`src/design/rpn_pkg.sv`:
```
`timescale 1ns / 1ps
// Shared constants, codes and controller/datapath interface types for the RPN evaluator.
package rpn_pkg;

    localparam int STACK_DEPTH = 128;
    localparam int ADDR_W      = $clog2(STACK_DEPTH);
    localparam int CNT_W       = $clog2(STACK_DEPTH + 1);
    localparam int DATA_W      = 32;
    localparam int OP_W        = 3;
    localparam int DIG_W       = 4;
    localparam int STAT_W      = 3;
    localparam int DIV_CNT_W   = $clog2(DATA_W);

    typedef enum logic [OP_W-1:0] {
        OP_PUSH   = 3'd0,
        OP_ADD    = 3'd1,
        OP_SUB    = 3'd2,
        OP_MUL    = 3'd3,
        OP_DIV    = 3'd4,
        OP_EQUALS = 3'd5
    } t_opcode;

    typedef enum logic [STAT_W-1:0] {
        ST_ACCEPTED  = 3'd0,
        ST_READY     = 3'd1,
        ST_UNDERFLOW = 3'd2,
        ST_OVERFLOW  = 3'd3,
        ST_DIVZERO   = 3'd4
    } t_status;

    typedef enum logic [1:0] {
        ALU_ADD,
        ALU_SUB,
        ALU_MUL,
        ALU_DIV
    } t_alu;

    typedef struct packed {
        logic    push;
        logic    clear;
        logic    rd_next;
        logic    cap_right;
        logic    cap_left;
        logic    res_load;
        t_alu    alu;
        logic    div_start;
        logic    write_res;
        logic    emit;
        t_status emit_status;
    } t_dp_cmd;

    typedef struct packed {
        logic empty;
        logic lt2;
        logic full;
        logic rzero;
        logic div_done;
        logic out_free;
    } t_dp_stat;

endpackage

```
`src/design/rpn_ctrl.sv`:
```
`timescale 1ns / 1ps
// Controller state machine that sequences each token through the datapath.
module rpn_ctrl import rpn_pkg::*; (
    input  logic            i_clk,
    input  logic            i_rst_n,
    input  logic            i_in_valid,
    output logic            o_in_ready,
    input  logic [OP_W-1:0] i_opcode,
    input  t_dp_stat        i_stat,
    output t_dp_cmd         o_cmd
);

    typedef enum logic [2:0] {
        S_IDLE,
        S_RD_TOP,
        S_RD_NEXT,
        S_EXEC,
        S_DIV,
        S_WRITE,
        S_EMIT
    } t_state;

    t_state  r_state;
    t_state  n_state;
    t_opcode r_op;
    t_opcode n_op;
    t_status r_status;
    t_status n_status;

    assign o_in_ready = (r_state == S_IDLE);

    always_ff @(posedge i_clk) begin
        if (!i_rst_n) begin
            r_state  <= S_IDLE;
            r_op     <= OP_PUSH;
            r_status <= ST_ACCEPTED;
        end else begin
            r_state  <= n_state;
            r_op     <= n_op;
            r_status <= n_status;
        end
    end

    always_comb begin
        n_state  = r_state;
        n_op     = r_op;
        n_status = r_status;
        o_cmd    = '0;

        unique case (r_op)
            OP_SUB:  o_cmd.alu = ALU_SUB;
            OP_MUL:  o_cmd.alu = ALU_MUL;
            OP_DIV:  o_cmd.alu = ALU_DIV;
            default: o_cmd.alu = ALU_ADD;
        endcase
        o_cmd.emit_status = r_status;

        unique case (r_state)
            S_IDLE: begin
                if (i_in_valid) begin
                    n_op    = t_opcode'(i_opcode);
                    n_state = S_EMIT;
                    unique case (t_opcode'(i_opcode))
                        OP_PUSH: begin
                            if (i_stat.full) begin
                                o_cmd.clear = 1'b1;
                                n_status    = ST_OVERFLOW;
                            end else begin
                                o_cmd.push = 1'b1;
                                n_status   = ST_ACCEPTED;
                            end
                        end
                        OP_ADD, OP_SUB, OP_MUL, OP_DIV: begin
                            if (i_stat.lt2) begin
                                o_cmd.clear = 1'b1;
                                n_status    = ST_UNDERFLOW;
                            end else begin
                                n_state = S_RD_TOP;
                            end
                        end
                        OP_EQUALS: begin
                            if (i_stat.empty) begin
                                o_cmd.clear = 1'b1;
                                n_status    = ST_UNDERFLOW;
                            end else begin
                                n_state = S_RD_TOP;
                            end
                        end
                        default: begin
                            n_status = ST_ACCEPTED;
                        end
                    endcase
                end
            end
            S_RD_TOP: begin
                o_cmd.cap_right = 1'b1;
                if (r_op == OP_EQUALS) begin
                    o_cmd.clear = 1'b1;
                    n_status    = ST_READY;
                    n_state     = S_EMIT;
                end else begin
                    o_cmd.rd_next = 1'b1;
                    n_state       = S_RD_NEXT;
                end
            end
            S_RD_NEXT: begin
                o_cmd.cap_left = 1'b1;
                n_state        = S_EXEC;
            end
            S_EXEC: begin
                if (r_op == OP_DIV) begin
                    if (i_stat.rzero) begin
                        o_cmd.clear = 1'b1;
                        n_status    = ST_DIVZERO;
                        n_state     = S_EMIT;
                    end else begin
                        o_cmd.div_start = 1'b1;
                        n_state         = S_DIV;
                    end
                end else begin
                    o_cmd.res_load = 1'b1;
                    n_state        = S_WRITE;
                end
            end
            S_DIV: begin
                if (i_stat.div_done) begin
                    o_cmd.res_load = 1'b1;
                    n_state        = S_WRITE;
                end
            end
            S_WRITE: begin
                o_cmd.write_res = 1'b1;
                n_status        = ST_ACCEPTED;
                n_state         = S_EMIT;
            end
            S_EMIT: begin
                if (i_stat.out_free) begin
                    o_cmd.emit = 1'b1;
                    n_state    = S_IDLE;
                end
            end
            default: begin
                n_state = S_IDLE;
            end
        endcase
    end

endmodule

```
`config.mk`:
```
export PLATFORM = sky130hd
export DESIGN_NAME = rpn_ctrl
export DESIGN_NICKNAME = d
export VERILOG_FILES = /design/src/design/rpn_pkg.sv /design/src/design/rpn_ctrl.sv
export SDC_FILE = /design/constraint.sdc
export NUM_CORES = 1
export LEC_CHECK = 0
export ABC_AREA = 1
export BUFFER_PORTS_ARGS = -buffer_cell sky130_fd_sc_hd__buf_2
export CELL_PAD_IN_SITES_DETAIL_PLACEMENT = 1
export CELL_PAD_IN_SITES_GLOBAL_PLACEMENT = 1
export CORE_MARGIN = 5
export CORE_UTILIZATION = 30
export CTS_CLUSTER_DIAMETER = 120
export DETAILED_ROUTE_END_ITERATION = 8
export PLACE_DENSITY_LB_ADDON = 0.3
export SETUP_SLACK_MARGIN = 0.15
export SLEW_MARGIN = 20
export SYNTH_ARGS = -nofsm -noshare
export SYNTH_HDL_FRONTEND = slang
export SYNTH_SLANG_ARGS = --single-unit
```
`constraint.sdc`:
```
create_clock -name i_clk -period 2.15 [get_ports i_clk]
set_clock_uncertainty 0.2 [all_clocks]
set_input_delay 0.43 -clock i_clk [delete_from_list [all_inputs] [get_ports i_clk]]
set_output_delay 0.43 -clock i_clk [all_outputs]
set_load 0.01 [all_outputs]
```
==> summary.txt <==
fraction of layout cells with a size suffix above 1 -> 0.419
Fin. Hold Viols -> 0
I/O pin count -> 27
post-layout minimum cycle time -> 2.15 ns
CTS Buf Count -> 3
Power Density -> 1490 nW/um^2
total track usage -> 0.168
max incr delay on CP -> 0.38 ns
Int Pwr -> 0.775 mW
Post-DP HPWL -> 1910 um
R2R Path Start -> r_state[1]
drt first-iter violations -> 20
ratio of final minimum period to clock period -> 1.00
P&R area growth vs syn -> 59.0%
initial antenna violation count -> 0
Synth Area in Simple Gates -> 0.466
Comb power frac -> 0.704
Clock Pin Slew Worst Setup and Hold Paths -> 0.07 ns
Ys Warns -> 0
max cap viols -> 0
routed len/inst -> 15.7 um
final setup fails -> 0
Setup WS post-layout -> 0.000764 ns
outcome -> finished, final reports clean
top cells by count, synth -> nand2_1, nor2_1, inv_1, nand3_1, dfxtp_1
Congestion Overflow GR -> 0
Sw Share -> 0.523
Pleak -> 0.622 nW
largest family of logic cells by synthesized area -> simple AND/OR/NAND/NOR gates
switching power -> 0.850 mW
Filler cells -> 311
mux share of post-synthesis cell area -> 0
cell count after synthesis -> 125
diodes inserted -> 0
worst slew pin tran -> 0.325 ns
vias per cell -> 5.15
TritonCTS clock tree -> yes
Yosys reg bits -> 9
first-pass GRT wire length -> 4370 um
vias in the first global route -> 988
Clk Latency, worst-skew pair -> 0.27 ns
Setup CP Type -> flop to primary output
initial core utilization -> 0.314
Rel. slew slack -> 0.782
Via Count -> 1004
unrepaired setup endpoints after global routing -> true
Post-Place Worst Slack -> 0.0708 ns
Num Clock Sinks -> 9
Synth Area in Adders -> 0
Clk network pwr share -> 0.085
CTS H-tree depth -> 1
FFs w/ async S/R, synth -> 0
largest area contributor in the netlist -> dfxtp_1
Max rail drop VDD -> 0.000920 V
CP max stage cell -> dfxtp_4
Reg power frac -> 0.211
Max Transition Viols Final -> 0
Hold Crit Class -> input pin to flop
Post-synth EDFFs -> 0
num rows -> 17
Die Ht -> 57.9 um
Mapped Nets -> 137
XOR/XNOR Fraction of Synth Area -> 0
Register Area -> 191 um^2
Highest Clock Rate -> 465 MHz
Crit path buffers/inverters -> 3
First-pass DRT Iterations -> 4
Top FF cell, synth -> dfxtp_1
synth top area cells -> dfxtp_1, nand2_1, nor2_1
Synth top area share -> 0.262
worst path arrival time -> 1.52 ns
Syn Area/Cell -> 5.50 um^2
Crit path required time -> 1.52 ns
crit-path cells -> inv_4 -> nor2_2 -> o21ai_2 -> inv_1 -> nor2_2 -> nand2_1 -> o21ai_2 -> buf_2
DRT Wirelength -> 3070 um
Root Buffer -> clkbuf_4
DRC Markers -> 0
crit path launch type -> flop
Mapped Area -> 687 um^2
sequential share of the synthesized area -> 0.262
Max clock buf depth -> 2
area of the multi-input gates -> 519 um^2
HP Start -> i_rst_n
Synth cell types -> 17
placer congestion estimate -> 0.798
Layout Nets -> 180
PortBufs -> 26
worst-path fanout max -> 5
Compound-Gate Fraction of Synth Area -> 0.146
Die ar. -> 3350 um^2
top cell family by delay on the critical path -> flip-flops
most common cell in the synthesized netlist -> nand2_1
die width -> 57.9 um
Final ANT Viol Nets -> 0
largest net degree at the start of global routing -> 9
core area -> 2190 um^2
Worst Hold Slack -> 0.262 ns
crit end category -> primary output
crit path from -> r_state[1]
worst reg2reg max path, stage by stage (launching register included):
cell and delay (ns):
dfxtp_4 0.38, inv_4 0.08, nor2_2 0.05, o21ai_2 0.16, inv_1 0.08, nor2_2 0.15, buf_4 0.15, nand3_1 0.11
nand2_1 0.09, nor2_1 0.04
repair_timing:
item / CTS / global route
gates resized for setup: 26 / 14
hold buffers: 0 / 0
pin swaps: 6 / 6
endpoints found under the hold margin: 0 / 0
buffers inserted: 6 / 4
endpoints found under the setup margin: 4 / 4
state kept, by name, indices dropped and copies added, names as in the netlist:
name and cells:
r_state 3, r_status 3, r_op 3
metrics by stage:
stage / std cells / total power [mW] / instance area (um^2) / TNS, ns / utilization
6_report: 195 / 1.62 / 1090 / 0 / 0.499
5_1_grt: 195 / 1.74 / 1090 / -0.0573 / 0.499
4_1_cts: 191 / 1.41 / 1010 / 0 / 0.461
3_5_place_dp: 181 / 1.08 / 867 / 0 / 0.396
3_3_place_gp: 181 / 1.05 / 867 / 0 / 0.396
2_1_floorplan: 125 / 0.823 / 687 / 0 / -
path summary, 6_finish.rpt:
path | endpoint | slack [ns] | depth (start not counted)
setup / recovery | o_cmd[12] | 0.0008 | 8
hold / removal | r_state[2] | 0.26 | 3
setup reg to reg | r_status[2] | 0.53 | 9
hold reg to reg | r_status[1] | 0.29 | 2
kinds of logic (layout without fill, tap and decap cells):
| kind of cell | count (synthesis) | in the layout |
|---|---|---|
| simple gates | 75 | 75 |
| flops | 9 | 9 |
| buf+inv | 23 | 65 |
| compound gates | 18 | 18 |
per-layer routing:
metal	part of all wire	wire [um]	vias up	track usage
li1	-	-	485	-
met1	0.39	1180	460	0.192
met2	0.51	1570	44	0.306
met3	0.070	214	15	0.0312
met4	0.032	97	0	0.0662
met5	0	0	-	0
layout make-up:
class | count | area share
flip-flops and latches | 9 | 0.175
multi-input cells | 93 | 0.475
clock buffers | 4 | 0.0241
well taps | 28 | 0.0321
inverters | 23 | 0.0882
repair buffers | 38 | 0.205
power by group through the flow:
stage	clock network (mW)	registers (mW)	logic, mW
2_1_floorplan	0	0.294	0.529
3_3_place_gp	0	0.294	0.757
3_5_place_dp	0	0.299	0.777
4_1_cts	0.138	0.324	0.944
5_1_grt	0.154	0.352	1.24
6_report	0.139	0.343	1.14
layout by cell type, fill, tap and decap left out:
master     n
a21oi_1    6
a31oi_1    1
buf_2     26
buf_4     11
buf_6      1
clkbuf_1   1
clkbuf_4   3
dfxtp_1    6
dfxtp_4    3
inv_1     18
inv_2      2
inv_4      2
inv_6      1
nand2_1   26
nand2_2    3
nand2_4    4
nand3_1    9
nand3_2    3
nand3_4    1
nand3b_1   1
nand4_1    1
nor2_1    17
nor2_2     3
nor2_4     4
nor3_1     2
nor3_2     1
o211ai_1   2
o21ai_0    7
o21ai_2    2
(Power assumes the default switching activity.)
